==> src/rtl/efrs_pkg.sv <==
// Shared types and constants of the epoch flow rotation scheduler.
`default_nettype none

package efrs_pkg;

   // Widths of the item and result fields.
   localparam int ACTION_W = 2;
   localparam int FLOW_W   = 8;
   localparam int CMD_W    = 3;
   localparam int LIMIT_W  = 6;

   // The live map covers every flow identifier.
   localparam int LIVE_DEPTH = 1 << FLOW_W;

   // Actions carried by an input item.
   localparam logic [ACTION_W-1:0] ACTION_OPEN  = 2'd0;
   localparam logic [ACTION_W-1:0] ACTION_CLOSE = 2'd1;
   localparam logic [ACTION_W-1:0] ACTION_TICK  = 2'd2;

   // Commands carried by a result item.
   typedef enum logic [CMD_W-1:0] {
      CMD_PLACED   = 3'd0,
      CMD_PAUSE    = 3'd1,
      CMD_ACTIVATE = 3'd2,
      CMD_RELEASED = 3'd3,
      CMD_REJECTED = 3'd4
   } command_type;

endpackage : efrs_pkg

`default_nettype wire

==> src/rtl/efrs_ram.sv <==
// Simple dual-port RAM with one write port and one registered read port.
`default_nettype none

module efrs_ram #(
   parameter int WIDTH = 8,
   parameter int DEPTH = 256
) (
   input  wire logic                     clock,
   input  wire logic                     wr_en,
   input  wire logic [$clog2(DEPTH)-1:0] wr_addr,
   input  wire logic [WIDTH-1:0]         wr_data,
   input  wire logic                     rd_en,
   input  wire logic [$clog2(DEPTH)-1:0] rd_addr,
   output logic      [WIDTH-1:0]         rd_data
);

   logic [WIDTH-1:0] mem [DEPTH];

   // Write port and registered read port.
   always_ff @(posedge clock) begin
      if (wr_en) begin
         mem[wr_addr] <= wr_data;
      end
      if (rd_en) begin
         rd_data <= mem[rd_addr];
      end
   end

endmodule : efrs_ram

`default_nettype wire

==> src/rtl/epoch_flow_rotation_scheduler.sv <==
// Top level of the epoch flow rotation scheduler: control sequencer and its three RAMs.
// A close gives its result in the cycle after acceptance; an open passes through ST_OPEN before its result.
// A tick stays busy while it walks the paused entries and then the previously active entries,
// each walked entry costing one RAM read, one live-map read and one decision step.
// A close leaves busy low; an open holds busy for one cycle; a tick with nothing to do none.
// Results cannot be stalled. Reset empties both FIFOs, clears every live bit at once
// and sets the limit to 1; RAM contents are not cleared and need no clearing pass.
`default_nettype none

module epoch_flow_rotation_scheduler #(
   parameter int FLOW_SLOTS = 256,
   parameter int LIMIT_MAX  = 32
) (
   input  wire logic                           clock,
   input  wire logic                           reset,
   input  wire logic                           start,
   output logic                                busy,
   input  wire logic [efrs_pkg::ACTION_W-1:0]  req_action,
   input  wire logic [efrs_pkg::FLOW_W-1:0]    req_flow_id,
   output logic                                rsp_valid,
   output logic      [efrs_pkg::CMD_W-1:0]     rsp_command,
   output logic      [efrs_pkg::FLOW_W-1:0]    rsp_target_flow,
   output logic                                rsp_last,
   input  wire logic                           csr_wr_en,
   input  wire logic [efrs_pkg::LIMIT_W-1:0]   csr_wr_data
);

   import efrs_pkg::*;

   // The active FIFO fills only below the effective limit, at most its depth, so it never wraps.
   localparam int ACT_DEPTH = (LIMIT_MAX < FLOW_SLOTS) ? LIMIT_MAX : FLOW_SLOTS;
   localparam int LIM_W     = $clog2(ACT_DEPTH + 1);
   localparam int AA_W      = $clog2(2 * ACT_DEPTH);
   localparam int PA_W      = $clog2(FLOW_SLOTS);
   localparam int PC_W      = $clog2(FLOW_SLOTS + 1);
   localparam int LA_W      = $clog2(LIVE_DEPTH);

   typedef enum logic [2:0] {
      ST_IDLE,
      ST_OPEN,
      ST_ACT_RD,
      ST_ACT_LIVE,
      ST_ACT_DEC,
      ST_PAU_RD,
      ST_PAU_LIVE,
      ST_PAU_DEC
   } state_type;

   // Registers and their next values.
   state_type         state_ff, state_in;
   logic [LIMIT_W-1:0] limit_ff, limit_in;
   logic              bank_ff, bank_in;
   logic [LIM_W-1:0]  acount_ff, acount_in;
   logic [LIM_W-1:0]  nprev_ff, nprev_in;
   logic [LIM_W-1:0]  idx_ff, idx_in;
   logic [PA_W-1:0]   phead_ff, phead_in;
   logic [PA_W-1:0]   ptail_ff, ptail_in;
   logic [PC_W-1:0]   pcount_ff, pcount_in;
   logic [FLOW_W-1:0] flow_ff, flow_in;
   logic [LIVE_DEPTH-1:0] live_vld_ff, live_vld_in;
   logic              live_vld_q_ff, live_vld_q_in;
   logic              pend_valid_ff, pend_valid_in;
   command_type       pend_cmd_ff, pend_cmd_in;
   logic [FLOW_W-1:0] pend_flow_ff, pend_flow_in;
   logic              rsp_valid_ff, rsp_valid_in;
   command_type       rsp_cmd_ff, rsp_cmd_in;
   logic [FLOW_W-1:0] rsp_flow_ff, rsp_flow_in;
   logic              rsp_last_ff, rsp_last_in;

   // RAM ports.
   logic              a_we, a_re;
   logic [AA_W-1:0]   a_waddr, a_raddr;
   logic [FLOW_W-1:0] a_wdata, a_rdata;
   logic              p_we, p_re;
   logic [PA_W-1:0]   p_waddr, p_raddr;
   logic [FLOW_W-1:0] p_wdata, p_rdata;
   logic              l_we, l_re;
   logic [LA_W-1:0]   l_waddr, l_raddr;
   logic [0:0]        l_wdata, l_rdata;

   // Working signals.
   logic              live_q;
   logic [LIM_W-1:0]  eff_lim;
   logic              tick_emit;
   command_type       tick_cmd;
   logic [FLOW_W-1:0] tick_flow;

   // Active FIFO in two banks: a tick reads the old bank while it refills the other.
   efrs_ram #(.WIDTH(FLOW_W), .DEPTH(2 * ACT_DEPTH)) u_active_ram (
      .clock   (clock),
      .wr_en   (a_we),
      .wr_addr (a_waddr),
      .wr_data (a_wdata),
      .rd_en   (a_re),
      .rd_addr (a_raddr),
      .rd_data (a_rdata)
   );

   // Paused FIFO, circular.
   efrs_ram #(.WIDTH(FLOW_W), .DEPTH(FLOW_SLOTS)) u_paused_ram (
      .clock   (clock),
      .wr_en   (p_we),
      .wr_addr (p_waddr),
      .wr_data (p_wdata),
      .rd_en   (p_re),
      .rd_addr (p_raddr),
      .rd_data (p_rdata)
   );

   // Live map; an entry never written since reset reads as not live.
   efrs_ram #(.WIDTH(1), .DEPTH(LIVE_DEPTH)) u_live_ram (
      .clock   (clock),
      .wr_en   (l_we),
      .wr_addr (l_waddr),
      .wr_data (l_wdata),
      .rd_en   (l_re),
      .rd_addr (l_raddr),
      .rd_data (l_rdata)
   );

   assign live_q = live_vld_q_ff & l_rdata[0];

   // Effective limit: zero acts as one, and it is capped at the active FIFO depth.
   always_comb begin
      if (limit_ff == '0) begin
         eff_lim = LIM_W'(1);
      end else if ((LIMIT_W + 1)'(limit_ff) > (LIMIT_W + 1)'(ACT_DEPTH)) begin
         eff_lim = LIM_W'(ACT_DEPTH);
      end else begin
         eff_lim = LIM_W'(limit_ff);
      end
   end

   // Sequencer: next state, FIFO pointers, RAM accesses and results.
   always_comb begin
      state_in      = state_ff;
      limit_in      = limit_ff;
      bank_in       = bank_ff;
      acount_in     = acount_ff;
      nprev_in      = nprev_ff;
      idx_in        = idx_ff;
      phead_in      = phead_ff;
      ptail_in      = ptail_ff;
      pcount_in     = pcount_ff;
      flow_in       = flow_ff;
      live_vld_in   = live_vld_ff;
      live_vld_q_in = live_vld_q_ff;
      pend_valid_in = pend_valid_ff;
      pend_cmd_in   = pend_cmd_ff;
      pend_flow_in  = pend_flow_ff;
      rsp_valid_in  = 1'b0;
      rsp_cmd_in    = rsp_cmd_ff;
      rsp_flow_in   = rsp_flow_ff;
      rsp_last_in   = rsp_last_ff;
      a_we = 1'b0;  a_waddr = '0;  a_wdata = flow_ff;
      a_re = 1'b0;  a_raddr = '0;
      p_we = 1'b0;  p_waddr = ptail_ff;  p_wdata = flow_ff;
      p_re = 1'b0;  p_raddr = phead_ff;
      l_we = 1'b0;  l_waddr = flow_ff;  l_wdata = 1'b0;
      l_re = 1'b0;  l_raddr = flow_ff;
      tick_emit = 1'b0;
      tick_cmd  = CMD_ACTIVATE;
      tick_flow = flow_ff;

      if (csr_wr_en) begin
         limit_in = csr_wr_data;
      end

      case (state_ff)
         ST_IDLE: begin
            if (start) begin
               case (req_action)
                  ACTION_OPEN: begin
                     l_re     = 1'b1;
                     l_raddr  = req_flow_id;
                     flow_in  = req_flow_id;
                     state_in = ST_OPEN;
                  end
                  ACTION_CLOSE: begin
                     l_we         = 1'b1;
                     l_waddr      = req_flow_id;
                     l_wdata      = 1'b0;
                     rsp_valid_in = 1'b1;
                     rsp_cmd_in   = CMD_RELEASED;
                     rsp_flow_in  = req_flow_id;
                     rsp_last_in  = 1'b1;
                  end
                  ACTION_TICK: begin
                     // A tick with a free active slot and nothing paused does nothing.
                     if (!(acount_ff < eff_lim && pcount_ff == '0)) begin
                        nprev_in  = acount_ff;
                        bank_in   = ~bank_ff;
                        acount_in = '0;
                        idx_in    = '0;
                        state_in  = ST_ACT_RD;
                     end
                  end
                  default: begin
                  end
               endcase
            end
         end

         ST_OPEN: begin
            rsp_valid_in = 1'b1;
            rsp_flow_in  = flow_ff;
            rsp_last_in  = 1'b1;
            state_in     = ST_IDLE;
            if (live_q) begin
               rsp_cmd_in = CMD_REJECTED;
            end else if (acount_ff < eff_lim) begin
               a_we       = 1'b1;
               a_waddr    = AA_W'(acount_ff) + (bank_ff ? AA_W'(ACT_DEPTH) : AA_W'(0));
               acount_in  = acount_ff + LIM_W'(1);
               l_we       = 1'b1;
               l_wdata    = 1'b1;
               rsp_cmd_in = CMD_PLACED;
            end else if (pcount_ff < PC_W'(FLOW_SLOTS)) begin
               p_we       = 1'b1;
               ptail_in   = (ptail_ff == PA_W'(FLOW_SLOTS - 1)) ? '0 : ptail_ff + PA_W'(1);
               pcount_in  = pcount_ff + PC_W'(1);
               l_we       = 1'b1;
               l_wdata    = 1'b1;
               rsp_cmd_in = CMD_PAUSE;
            end else begin
               rsp_cmd_in = CMD_REJECTED;
            end
         end

         // Activation walk: pop paused entries until the limit is reached or the paused FIFO is empty.
         ST_ACT_RD: begin
            if (pcount_ff != '0 && acount_ff < eff_lim) begin
               p_re      = 1'b1;
               phead_in  = (phead_ff == PA_W'(FLOW_SLOTS - 1)) ? '0 : phead_ff + PA_W'(1);
               pcount_in = pcount_ff - PC_W'(1);
               state_in  = ST_ACT_LIVE;
            end else begin
               state_in = ST_PAU_RD;
            end
         end

         ST_ACT_LIVE: begin
            l_re     = 1'b1;
            l_raddr  = p_rdata;
            flow_in  = p_rdata;
            state_in = ST_ACT_DEC;
         end

         ST_ACT_DEC: begin
            if (live_q) begin
               a_we      = 1'b1;
               a_waddr   = AA_W'(acount_ff) + (bank_ff ? AA_W'(ACT_DEPTH) : AA_W'(0));
               acount_in = acount_ff + LIM_W'(1);
               tick_emit = 1'b1;
               tick_cmd  = CMD_ACTIVATE;
            end
            state_in = ST_ACT_RD;
         end

         // Pause walk over the previously active entries in the old bank.
         ST_PAU_RD: begin
            if (idx_ff < nprev_ff) begin
               a_re     = 1'b1;
               a_raddr  = AA_W'(idx_ff) + (bank_ff ? AA_W'(0) : AA_W'(ACT_DEPTH));
               idx_in   = idx_ff + LIM_W'(1);
               state_in = ST_PAU_LIVE;
            end else begin
               // The held result is the final one of this tick.
               if (pend_valid_ff) begin
                  rsp_valid_in = 1'b1;
                  rsp_cmd_in   = pend_cmd_ff;
                  rsp_flow_in  = pend_flow_ff;
                  rsp_last_in  = 1'b1;
               end
               pend_valid_in = 1'b0;
               state_in      = ST_IDLE;
            end
         end

         ST_PAU_LIVE: begin
            l_re     = 1'b1;
            l_raddr  = a_rdata;
            flow_in  = a_rdata;
            state_in = ST_PAU_DEC;
         end

         ST_PAU_DEC: begin
            if (live_q) begin
               tick_emit = 1'b1;
               if (pcount_ff < PC_W'(FLOW_SLOTS)) begin
                  p_we      = 1'b1;
                  ptail_in  = (ptail_ff == PA_W'(FLOW_SLOTS - 1)) ? '0 : ptail_ff + PA_W'(1);
                  pcount_in = pcount_ff + PC_W'(1);
                  tick_cmd  = CMD_PAUSE;
               end else begin
                  l_we     = 1'b1;
                  l_wdata  = 1'b0;
                  tick_cmd = CMD_RELEASED;
               end
            end
            state_in = ST_PAU_RD;
         end

         default: begin
            state_in = ST_IDLE;
         end
      endcase

      // A tick holds back one result, so that the final one can be marked last.
      if (tick_emit) begin
         if (pend_valid_ff) begin
            rsp_valid_in = 1'b1;
            rsp_cmd_in   = pend_cmd_ff;
            rsp_flow_in  = pend_flow_ff;
            rsp_last_in  = 1'b0;
         end
         pend_valid_in = 1'b1;
         pend_cmd_in   = tick_cmd;
         pend_flow_in  = tick_flow;
      end

      // Live-map valid bits follow every write; a read samples the addressed bit.
      if (l_we) begin
         live_vld_in[l_waddr] = 1'b1;
      end
      if (l_re) begin
         live_vld_q_in = live_vld_ff[l_raddr];
      end
   end

   // State, counters and registered outputs.
   always_ff @(posedge clock) begin
      if (reset) begin
         state_ff      <= ST_IDLE;
         limit_ff      <= LIMIT_W'(1);
         bank_ff       <= 1'b0;
         acount_ff     <= '0;
         nprev_ff      <= '0;
         idx_ff        <= '0;
         phead_ff      <= '0;
         ptail_ff      <= '0;
         pcount_ff     <= '0;
         live_vld_ff   <= '0;
         live_vld_q_ff <= 1'b0;
         pend_valid_ff <= 1'b0;
         rsp_valid_ff  <= 1'b0;
      end else begin
         state_ff      <= state_in;
         limit_ff      <= limit_in;
         bank_ff       <= bank_in;
         acount_ff     <= acount_in;
         nprev_ff      <= nprev_in;
         idx_ff        <= idx_in;
         phead_ff      <= phead_in;
         ptail_ff      <= ptail_in;
         pcount_ff     <= pcount_in;
         live_vld_ff   <= live_vld_in;
         live_vld_q_ff <= live_vld_q_in;
         pend_valid_ff <= pend_valid_in;
         rsp_valid_ff  <= rsp_valid_in;
      end
      flow_ff      <= flow_in;
      pend_cmd_ff  <= pend_cmd_in;
      pend_flow_ff <= pend_flow_in;
      rsp_cmd_ff   <= rsp_cmd_in;
      rsp_flow_ff  <= rsp_flow_in;
      rsp_last_ff  <= rsp_last_in;
   end

   assign busy            = (state_ff != ST_IDLE);
   assign rsp_valid       = rsp_valid_ff;
   assign rsp_command     = rsp_cmd_ff;
   assign rsp_target_flow = rsp_flow_ff;
   assign rsp_last        = rsp_last_ff;

   // The active FIFO never grows past its depth.
   assert property (@(posedge clock) disable iff (reset)
      acount_ff <= LIM_W'(ACT_DEPTH))
      else $error("active count exceeds active FIFO depth");

   // The paused FIFO never grows past its depth.
   assert property (@(posedge clock) disable iff (reset)
      pcount_ff <= PC_W'(FLOW_SLOTS))
      else $error("paused count exceeds paused FIFO depth");

   // A result that is not the final one only appears while a tick is still running.
   assert property (@(posedge clock) disable iff (reset)
      (rsp_valid && !rsp_last) |-> busy)
      else $error("non-final result outside a tick");

   // A held-back result never outlives its tick.
   assert property (@(posedge clock) disable iff (reset)
      pend_valid_ff |-> busy)
      else $error("held result left pending while idle");

endmodule : epoch_flow_rotation_scheduler

`default_nettype wire
==> config.mk <==
export PLATFORM = sky130hd
export DESIGN_NAME = epoch_flow_rotation_scheduler
export DESIGN_NICKNAME = d
export VERILOG_FILES = /design/src/rtl/efrs_pkg.sv /design/src/rtl/efrs_ram.sv /design/src/rtl/epoch_flow_rotation_scheduler.sv
export SDC_FILE = /design/constraint.sdc
export NUM_CORES = 2
export LEC_CHECK = 0
export BUFFER_PORTS_ARGS = -buffer_cell sky130_fd_sc_hd__buf_2
export CELL_PAD_IN_SITES_DETAIL_PLACEMENT = 0
export CELL_PAD_IN_SITES_GLOBAL_PLACEMENT = 1
export CORE_UTILIZATION = 50
export DETAILED_ROUTE_END_ITERATION = 8
export PLACE_DENSITY_LB_ADDON = 0.12
export SYNTH_ARGS = -nofsm -noshare
export SYNTH_HDL_FRONTEND = slang
export SYNTH_SLANG_ARGS = --single-unit
==> constraint.sdc <==
create_clock -name clock -period 11.6 [get_ports clock]
set_clock_uncertainty 0.1 [all_clocks]
set_input_delay 1.74 -clock clock [delete_from_list [all_inputs] [get_ports clock]]
set_output_delay 1.74 -clock clock [all_outputs]
set_load 0.05 [all_outputs]
# == After elaboration in Yosys (flattened, before gate mapping) ==
# Memories as Yosys holds them, arrays and structs flattened. A register that Yosys moved wholly into a read port is not among the register bits.
# Index checks and enable logic that the tools add are counted.
# word_totals
n_memories,3
in_bits,20
elab_cells,202
ram_bits,2816
ff_bits,343
# memory_table
memory,words,width,read_ports,rd_ports_with_merged_regs,write_ports,line_no,rtl
u_paused_ram.mem,256,8,1,1,1,efrs_ram.sv:17,logic [WIDTH-1:0] mem [DEPTH];
u_active_ram.mem,64,8,1,1,1,efrs_ram.sv:17,
u_live_ram.mem,256,1,1,1,1,efrs_ram.sv:17,
# op_classes
n_addsub,8
order_cmp,7
eq_ne,24
reduce_logical,25
n_bitwise,4
mux,112
# ops
operator,count
$or 256x256->256,1
$mux 8,17
$mux 6,16
$pmux 8 s3,2
$mux 9,5
$mux 1,42
$mux 3,13
$pmux 9 s3,1
$pmux 3 s8,1
$pmux 6 s2,2
$ne 2x2->1 const B,10
$lt 8x9->1 const B,2
$pmux 6 s3,1
$add 8x1->8 const B,2
$eq 8x8->1 const B,2
$pmux 8 s2,1
$add 6x1->6 const B,2
$add 6x6->6,2
$eq 3x3->1 const B,4
$lt 6x6->1,2
$reduce_and 5->1,2
$add 9x1->9 const B,1
$logic_not 9->1,1
$lt 9x9->1 const B,1
31 further kinds,47

# == Logic depth before layout (Yosys ltp) ==
# logic_depth
word_depth,9
mapped_depth,19
depth_no_buf,13

# == Cells and area by module ==
# Synthesis repeated with hierarchy kept, for this count alone.
# hier_totals
cells_unflattened,7163
area_unflattened_um2,126601.4
# modules_own_cells
module,area_per_inst_um2,cells_per_inst,n_inst,seq_area_each_um2
efrs_ram (u_paused_ram),79636.4,3733,1,61739.2
efrs_ram (u_active_ram),20270.7,972,1,15615.0
epoch_flow_rotation_scheduler,15556.2,1670,1,6946.7
efrs_ram (u_live_ram),11138.2,788,1,7717.4

# == Least setup slack after synthesis ==
# OpenSTA, ideal clock, no wires.
# synth_path
path_type,reg2reg
start,reg limit_ff[5]
end,mem u_live_ram.mem[213] (enable)
setup_ns,0.293
arrival_time_ns,10.607
setup_slack_ns,0.601
synth_period_minus_slack_ns,10.999
path_stages_with_launch,13
cell_sequence,dfxtp_1 -> inv_1 -> nand2_1 -> ha_1 -> a21o_1 -> a2111oi_0 -> o21bai_1 -> buf_2 -> a21oi_1 -> a21oi_1 -> o41ai_2 -> buf_2 -> and2_1
# synth_via
elab_chain_cells,9
word_cells_on_any_way,10
classes_between,order compare: 2; mux: 7; reduce/logical: 1
# synth_lines
element,line_no,rtl
from (decl),epoch_flow_rotation_scheduler.sv:51,"logic [LIMIT_W-1:0] limit_ff, limit_in;"
from (signal assigned),epoch_flow_rotation_scheduler.sv:349,limit_ff <= limit_in;
$gt 6x6->1,epoch_flow_rotation_scheduler.sv:127,end else if ((LIMIT_W + 1)'(limit_ff) > (LIMIT_W + 1)'(ACT_DEPTH)) begin
$mux 6,epoch_flow_rotation_scheduler.sv:127,
$mux 6 *,epoch_flow_rotation_scheduler.sv:125,if (limit_ff == '0) begin
$lt 6x6->1 *,epoch_flow_rotation_scheduler.sv:211,end else if (acount_ff < eff_lim) begin
$mux 1 *,epoch_flow_rotation_scheduler.sv:211,
$mux 1 *,epoch_flow_rotation_scheduler.sv:209,if (live_q) begin
$pmux 1 s3 *,epoch_flow_rotation_scheduler.sv:169,case (state_ff)
$mux 1 *,efrs_ram.sv:21,if (wr_en) begin
$mux 1 (not written as such) *,efrs_ram.sv:22,mem[wr_addr] <= wr_data;
to (decl),efrs_ram.sv:17,
# Every way passes the cells marked *; elsewhere a longest branch is shown, timed or not.

# == Final worst setup path ==
# layout_path
start,in req_action[0] (netlist bit)
end,reg u_live_ram.rd_data (read register of u_live_ram.mem) (data pin)
# layout_via
elab_chain_cells,4
word_cells_on_any_way,7
classes_between,mux: 6; reduce/logical: 1
# layout_lines
element,line_no,rtl
from (decl),epoch_flow_rotation_scheduler.sv:18,"input wire logic [efrs_pkg::ACTION_W-1:0] req_action,"
$logic_not 2->1 *,epoch_flow_rotation_scheduler.sv:172,case (req_action)
$mux 8 or $mux 1 (tied branches),n/a,
$mux 8 or $mux 1 (tied branches),epoch_flow_rotation_scheduler.sv:171,if (start) begin
$pmux 8 s3 or $pmux 1 s2 (tied branches),epoch_flow_rotation_scheduler.sv:169,
to (decl),efrs_ram.sv:14,output logic [WIDTH-1:0] rd_data
# Marked as above.
# A chain may end at the register's enable or synchronous reset.

==> impl_metrics.yaml <==
outcome:
  outcome: "complete, but fails checks"
  failed_checks: "DRC"
sta:
  min_period_over_period_pct: 54.15
  hold_viol_final: 0
  tns_ns: 0
  tightest_slew_ns: 1.305
  fmax_mhz: 159.2
  fin_crit_ns: 6.282
  rsz0062_at_grt: "no"
  slew_headroom_pct: 13.02
  slew_violations: 0
  setup_viol: 0
die:
  rows: 184
  pin_count: 34
  start_util_pct: 50.35
  die_area_sq_um: 255200
  fp.dieW_um: 505.2
  core-area_sq_um: 251400
  die_h_um: 505.2
final_layout:
  final_area_sq_um: 140500
  fin_cells: 11002
  drive_above_1_share_pct: 18.55
  nets: 7441
  areaGrowthSynthToFinish_pct: 11.01
synth:
  synth_top_cell_by_area: "edfxtp_1"
  syn-num-nets: 7492
  synth_common_cells: "2843 x edfxtp_1, 863 x nor2_1, 710 x mux4_2"
  syn_area_per_cell_sq_um: 17.00
  synthTopCellsByArea: "edfxtp_1 67%, mux4_2 13%, dfxtp_1 5.3%"
  synth_most_common_cell: "edfxtp_1"
  syn-cell-area_sq_um: 126600
  seq_area_frac_synth_pct: 72.69
  syn_inst: 7446
  synth.distinct_cells: 82
  yosys_warnings: 0
  synth_flop_cell: "edfxtp_1"
  synth_top_area_share_pct: 67.44
  synth_edf_count: 2843
  async_flop_share_pct: 0
  ys_ff_latch: 3175
worst_setup_path:
  path_common_cell: "buf_4"
  crit_path_max_fanout: 83
  reg2reg_depth: 13
  arrival_ns: 6.77
  crit_required_ns: 12.09
  crit_chain: "buf_2 -> or3b_1 -> nor3_4 -> o21ai_4 -> buf_4 -> nand2_8 -> buf_4 -> buf_4 -> mux4_2 -> nand3_1 -> a22oi_1 -> a2111oi_0 -> buf_4 -> nor4_1"
  path_class: "primary input to flop"
  startpoint_type: "primary input"
  slowest_delay_ns: 0.68
  cp-end-kind: "flop"
  cp_slowest_cell: "buf_4"
cts:
  holdBufCountCts: 0
  clkTransAtPathRegs_ns: 0.06
  cts.sinks: 3175
  h-tree-depth: 5
  clk_latency_ns: 0.87
  clockRootBuffer: "clkbuf_16"
  cts_setup_buffers: 0
  cts_repair_resize_count: 0
  cts_buffer_depth: 4
  cts_tree: "done"
  numCtsBuffers: 339
pwr:
  powerDensity_nw_per_um2: 189.9
  p_total_mw: 26.68
  leakage_nw: 42.88
  peakVddDrop_mv: 0.2274
route:
  avgViaCountPerCell: 6.235
  wl_per_cell_um: 29.62
  drt_wl_total_mm: 325.9
  routed-via-count: 68595
  drt_first_iter_violations: 7372
  antenna_left: 0
  remaining_drc_errors: 28
  firstDrtPassIters: 9
placed_design:
  routabilityCongestion: 0.8134
  portBuffers: 33
  place_area_sq_um: 130200
  dpl.hpwl_mm: 184.3
  placed_cells: 10402
min_path:
  min_path_type: "flop to flop"
  hold_depth: 2
grt:
  grt-ovfl-total: 0
  antenna_found_initial: 7
  grt_pass1_wl_mm: 479.3
  grt_pass1_vias: 68299
  track_usage_pct: 25.51
  grt_max_degree: 259
run:
  cap_violations: 0
-- critical path, delay by kind of cell --
| family | cells | cell delay [ns] |
|---|---|---|
| AOI/OAI and AO/OA | 3 | 0.92 |
| buffers and inverters | 5 | 1.98 |
| muxes | 1 | 0.60 |
| and+or+nand+nor | 5 | 1.40 |
-- cell families after synthesis --
family | after synthesis | synth area share [%]
buffers and inverters | 590 | 1.851
and+or+nand+nor | 1807 | 6.074
AOI/OAI and AO/OA | 937 | 4.926
xor gates and xnor gates | 32 | 0.2214
muxes | 879 | 13.97
adders and majority gates | 26 | 0.2629
DFF | 3175 | 72.69
-- flip-flops by register name, indices dropped and copies added, names as in the netlist, 8 cells and up --
name / count
u_active_ram.mem: 512
p_raddr: 8
u_live_ram.mem: 256
rsp_target_flow: 8
live_vld_ff: 256
u_paused_ram.mem: 2048
pend_flow_ff: 8
a_wdata: 8
u_paused_ram.rd_data: 8
p_waddr: 8
u_active_ram.rd_data: 8
pcount_ff: 9
-- final cells by class --
cell class              instances  area, sq um
fillers                     19568       110900
flip-flops and latches       3175        92070
multi-input cells            3681        32510
clock buffers                 430         9031
well taps                    3348         4189
repair buffers                159         1284
clock inverters               165         1260
inverters                      39        156.4
diodes                          5        12.51
-- per-stage QoR --
step | utilization, % | setup WS, ns | hold WS [ns]
4_1_cts | 55.89 | 5.455 | 0.3531
5_1_grt | 55.89 | 5.051 | 0.3691
6_report | 55.89 | 5.318 | 0.3541
2_1_floorplan | - | 0.6009 | 0.3286
3_3_place_gp | 51.79 | 4.538 | 0.3299
3_5_place_dp | 51.79 | 4.525 | 0.3449
-- layout by cell type, fill, tap and decap left out, types with 77 or more instances in the layout --
master / n
a21oi_1: 213
clkbuf_1: 77
a31oi_1: 294
nor2_1: 839
and3_1: 125
clkbuf_16: 346
buf_4: 113
nand3_1: 79
o21ai_0: 87
nor3_1: 95
mux2i_1: 169
dfxtp_1: 316
edfxtp_1: 2843
o221ai_1: 93
a211oi_1: 80
mux4_2: 710
nand2_1: 514
-- worst paths after layout --
path              slack [ns]                           end                     start
hold reg to reg         0.35              rsp_last$_DFF_P_          rsp_last$_DFF_P_
hold / removal          0.35              rsp_last$_DFF_P_          rsp_last$_DFF_P_
setup reg to reg        5.40  u_live_ram.rd_data$_DFFE_PP_  state_ff[1]$_SDFFE_PP0P_
setup / recovery        5.32  u_live_ram.rd_data$_DFFE_PP_             req_action[0]
-- layer usage --
metal | vias to the layer above | global-route usage (%) | part of all wire, %
met2 | 2418 | 40.73 | 48
met5 | - | 0 | 0
met3 | 529 | 3.312 | 6.2
met1 | 36151 | 36.92 | 43
li1 | 29497 | - | -
met4 | 0 | 7.521 | 3.1
-- power by group --
group	switching, mW	internal (mW)	total [mW]
registers	0.232	13.5	13.7
logic	2.31	0.487	2.80
clock network	4.37	5.81	10.2
total	6.92	19.8	26.7
(Power assumes the default switching activity.)
